===== src/rtl/core/hts_pkg.sv =====
`timescale 1ns / 1ps
// -----------------------------------------------------------------------------
// Timer heap package
// Shared codes and widths for the heap timer scheduler.
// -----------------------------------------------------------------------------
package hts_pkg;
	localparam int EXP_W = 48;
	localparam int TMO_W = 31;
	localparam int NXT_W = 32;
	localparam int MODE_W = 3;
	localparam int STAT_W = 2;

	localparam logic [MODE_W-1:0] MODE_ADD    = 3'd0;
	localparam logic [MODE_W-1:0] MODE_ADJUST = 3'd1;
	localparam logic [MODE_W-1:0] MODE_FIRE   = 3'd2;
	localparam logic [MODE_W-1:0] MODE_TICK   = 3'd3;
	localparam logic [MODE_W-1:0] MODE_POP    = 3'd4;
	localparam logic [MODE_W-1:0] MODE_CLEAR  = 3'd5;

	localparam logic [STAT_W-1:0] ST_OK      = 2'd0;
	localparam logic [STAT_W-1:0] ST_UNKNOWN = 2'd1;
	localparam logic [STAT_W-1:0] ST_FULL    = 2'd2;

	localparam logic KIND_NOTICE = 1'b0;
	localparam logic KIND_STATUS = 1'b1;

	localparam logic [EXP_W-1:0] EXP_MAX = {EXP_W{1'b1}};
	localparam logic [NXT_W-1:0] NXT_EMPTY = {NXT_W{1'b1}};
	localparam logic [NXT_W-1:0] NXT_CAP = {1'b0, {(NXT_W-1){1'b1}}};

	// Compare unit result: a <= b and a < b
	typedef struct packed {
		logic le;
		logic lt;
	} cmp_res_t;
endpackage


===== src/rtl/core/hts_cmp.sv =====
`timescale 1ns / 1ps
// -----------------------------------------------------------------------------
// Expiry comparator
// Shared 48-bit magnitude compare used for every heap ordering decision.
// -----------------------------------------------------------------------------
module hts_cmp import hts_pkg::*; (
	input  logic [EXP_W-1:0] a,
	input  logic [EXP_W-1:0] b,
	output cmp_res_t         res
);
	// Compare operands
	always_comb begin
		res.lt = a < b;
		res.le = a <= b;
	end
endmodule


===== config.mk =====
export PLATFORM = sky130hd
export DESIGN_NAME = hts_cmp
export DESIGN_NICKNAME = d
export VERILOG_FILES = /design/src/rtl/core/hts_pkg.sv /design/src/rtl/core/hts_cmp.sv
export SDC_FILE = /design/constraint.sdc
export NUM_CORES = 1
export LEC_CHECK = 0
export BUFFER_PORTS_ARGS = -buffer_cell sky130_fd_sc_hd__buf_2
export CAP_MARGIN = 30
export CORE_MARGIN = 5
export CORE_UTILIZATION = 42
export DETAILED_ROUTE_END_ITERATION = 12
export GPL_ROUTABILITY_DRIVEN = 0
export MAX_ROUTING_LAYER = met4
export PLACE_DENSITY = 0.91
export SKIP_LAST_GASP = 1
export SLEW_MARGIN = 15
export SYNTH_ARGS = -nofsm -noshare
export SYNTH_HDL_FRONTEND = slang
export SYNTH_SLANG_ARGS = --single-unit

===== constraint.sdc =====
create_clock -name vclk -period 2.2
set_input_delay 0.33 -clock vclk [all_inputs]
set_output_delay 0.33 -clock vclk [all_outputs]
set_load 0.05 [all_outputs]

======== Word-level counts from Yosys, hierarchy flattened ========
Cells that the tools add are included.
operators by class
  add/sub/neg operators ................... 0
  multiply operators ...................... 0
  div/mod/pow operators ................... 0
  $lt $le $gt $ge ......................... 2
  equality and inequality tests ........... 0
  shift-type cells ........................ 0
  mux-type cells .......................... 0
  bitwise logic cells ..................... 0
  reduce and logical (&&, ||, !) cells .... 0
operators with widths
  cell                  count
  48-bit <= comparator  1
  48-bit < comparator   1
word-level totals
  register bits ........................... 0
  bits in latches ......................... 0
  RAM bits ................................ 0
  bits in read-only memories .............. 0
  memories kept ........................... 0

======== Longest topological paths before layout ========
  depth after elaboration ................. 1
  gate-level depth with buffers ........... 7

======== Worst setup path before layout ========
Ideal clock, no wire load.
  kind .................................... input to output
  start ................................... in b[39]
  end ..................................... out res[1] (netlist name)
  arrival ................................. 2.489 ns
  slack ................................... -0.619 ns
  stages on the path ...................... 7
  path buffers ............................ 0
  cell sequence ........................... inv_1 > ha_1 > and4_1 > and4_4 > a22oi_1 > nand3_1 > o31ai_1
RTL lines
  element          RTL line      source
  start, declared  hts_cmp.sv:8  input logic [EXP_W-1:0] b,
  end, declared    hts_cmp.sv:9  output cmp_res_t res

==> results.sh <==
export IMPL_vias_per_cell=5.17
export IMPL_power_frac_seq_pct=0
export IMPL_synth_warnings=0
export IMPL_num_rows=19
export IMPL_avgSynthCellArea_um2=7.03
export IMPL_holdPathStages=6
export IMPL_peakVddDrop_v=0.000131
export IMPL_rsz0062_at_grt="true"
export IMPL_layout_setup_ws_ps=-51.7
export IMPL_grt_pass1_vias=1509
export IMPL_antenna_left=0
export IMPL_p_comb_share_pct=100.0
export IMPL_hold_start="a[47]"
export IMPL_slew_violations=0
export IMPL_die_area_um2=4150
export IMPL_dr_total_vias=1638
export IMPL_fp_coreArea_um2=2810
export IMPL_min_path_type="in -> out"
export IMPL_cp_required_ps=1870
export IMPL_startpoint="a[22]"
export IMPL_fmax_mhz=444
export IMPL_power_density_nw_per_um2=194
export IMPL_antenna_found_initial=0
export IMPL_hold_end="res[0]"
export IMPL_die_w_um=64.4
export IMPL_p_switching_uw=211
export IMPL_grt_max_degree=5
export IMPL_hpwlAfterDp_um=3170
export IMPL_grtUsageTotal_pct=18.1
export IMPL_critPathLaunchType="input pin"
export IMPL_maxCapViolations=0
export IMPL_start_util_pct=44.3
export IMPL_seq_area_um2=0
export IMPL_post_drt_wl_per_cell_um=14.1
export IMPL_grt_pass1_wl_um=6200
export IMPL_ys_top_cells_by_area="ha_1 (48%), inv_1 (15%), a21oi_1 (9.7%)"
export IMPL_holdBufCountCts=0
export IMPL_wl_um=4480
export IMPL_worstMarginPinSlew_ps=274
export IMPL_synth_cell_types=25
export IMPL_io_pins=98
export IMPL_final_cell_mix="buf_2 (85), inv_1 (40), ha_1 (30)"
export IMPL_setup_viol=2
export IMPL_drive_gt1_share_pct=54.5
export IMPL_die_h_um=64.4
export IMPL_fin_crit_sh_pct=102
export IMPL_final_common_cell="buf_2"
export IMPL_swShare_pct=47.5
export IMPL_drtIter0Drc=49
export IMPL_critPathCaptureType="output pin"
export IMPL_clockBufferCount=0
export IMPL_synth_seq_area_share_pct=0
export IMPL_finish_net_count=432
export IMPL_path_class="in -> out"
export IMPL_post_route_min_period_ps=2250
export IMPL_pwr_share_clk_pct=0
export IMPL_synth_top_cell_by_area="ha_1"
export IMPL_grt_ovfl_total=0
export IMPL_slowest_stage="a221oi_4"
export IMPL_diodes=0
export IMPL_synth_top_cell_area_share_pct=48.3
export IMPL_drc=0
export IMPL_cp_arrival_ps=1920
export IMPL_hold_viol=0
export IMPL_cp_cell_sequence="buf_2 -> ha_1 -> nand2_2 -> nor4_4 -> buf_4 -> a221oi_4 -> a21oi_4 -> o31ai_4 -> buf_6"
export IMPL_syn2layout_area_growth_pct=84.8
export IMPL_placement_io_buffers=98
export IMPL_power_leakage_nw=1.25
export IMPL_syn_inst=177
export IMPL_syn_cell_area_um2=1240
export IMPL_crit_path_max_incr_delay_ps=320
export IMPL_total_power_uw=445
export IMPL_path_max_fanout=2
export IMPL_hold_ws_ps=1230
export IMPL_syn_nets=321
export IMPL_status="complete, but fails checks"
export IMPL_p_int_uw=234
export IMPL_firstDrtPassIters=4
export IMPL_violations="setup timing"
export IMPL_relSlewSlack_pct=81.5
export IMPL_seq_cell_count=0
worst max-delay path, delay by kind of cell:
kind / cells / cell delay (ps)
AO/OA/AOI/OAI: 3 / 690
adder cells (fa/ha/maj): 1 / 310
AND/OR/NAND/NOR: 2 / 170
buffers and inverters: 3 / 430
power by group through the flow:
stage          Combinational, mW  Sequential, mW  Clock [mW]
3_5_place_dp               0.322               0           0
3_3_place_gp               0.311               0           0
5_1_grt                    0.499               0           0
6_report                   0.445               0           0
4_1_cts                    0.368               0           0
2_1_floorplan              0.183               0           0
final cells by class:
| class | count | area, µm² |
|---|---|---|
| Multi-Input combinational cell | 128 | 1410 |
| Inverter | 49 | 186 |
| Tap cell | 31 | 38.8 |
| Timing Repair Buffer | 109 | 667 |
| Fill cell | 173 | 507 |
per-layer routing:
layer,GRT usage (%),wire length [µm]
met1,20.7,1600
met2,35.7,2440
met3,1.21,294
met4,1.06,147
met5,-,0
synth_stat cells:
| library cell | instances |
|---|---|
| nand4_4 | 1 |
| nor3_1 | 1 |
| a21oi_1 | 24 |
| and4_1 | 1 |
| o21ai_1 | 1 |
| nor4_2 | 1 |
| nand2_1 | 15 |
| a221oi_1 | 1 |
| and3_1 | 1 |
| a22oi_1 | 2 |
| nor2_1 | 4 |
| nand4_1 | 6 |
| nand2b_1 | 2 |
| nand3_1 | 3 |
| o211ai_1 | 1 |
| nor4_1 | 1 |
| and4_4 | 2 |
| nand4_2 | 1 |
| o31ai_1 | 1 |
| a2111o_1 | 1 |
| ha_1 | 48 |
| o21ai_0 | 8 |
| nor2b_1 | 1 |
| a31oi_1 | 1 |
| inv_1 | 49 |
per-stage QoR:
step	TNS [ps]	instance area (µm²)	setup slack, ps	utilization (%)	std cells
6_report	-87.8	2300	-51.7	81.9	317
5_1_grt	-281	2300	-141	81.9	317
4_1_cts	-5.94	2040	-5.94	72.6	315
3_5_place_dp	-440	1860	-238	66.2	314
3_3_place_gp	-356	1860	-210	66.2	314
2_1_floorplan	-47.8	1270	-47.8	-	177
worst max path at each step:
stage / cells past startpoint / endpoint
global route: 9 / res[1]
finish: 9 / res[1]
detailed placement: 9 / res[1]
global placement: 9 / res[1]
CTS: 10 / res[1]
floorplan: 7 / res[1]
logic make-up (layout without fill, tap and decap cells):
group,after synthesis,in the layout,synth area share (%)
AOI/OAI and AO/OA,40,40,17.8
and+or+nand+nor,40,40,19.1
adders and majority gates,48,48,48.3
buffers and inverters,49,158,14.8
what timing repair did:
action,4_1_cts,5_1_grt
setup buffers,1,2
setup endpoints to repair,2,2
resized for setup,21,43
hold endpoints to repair,0,0
pin swaps,10,24
cloned,0,0
Power figures use the tool's default switching activity.
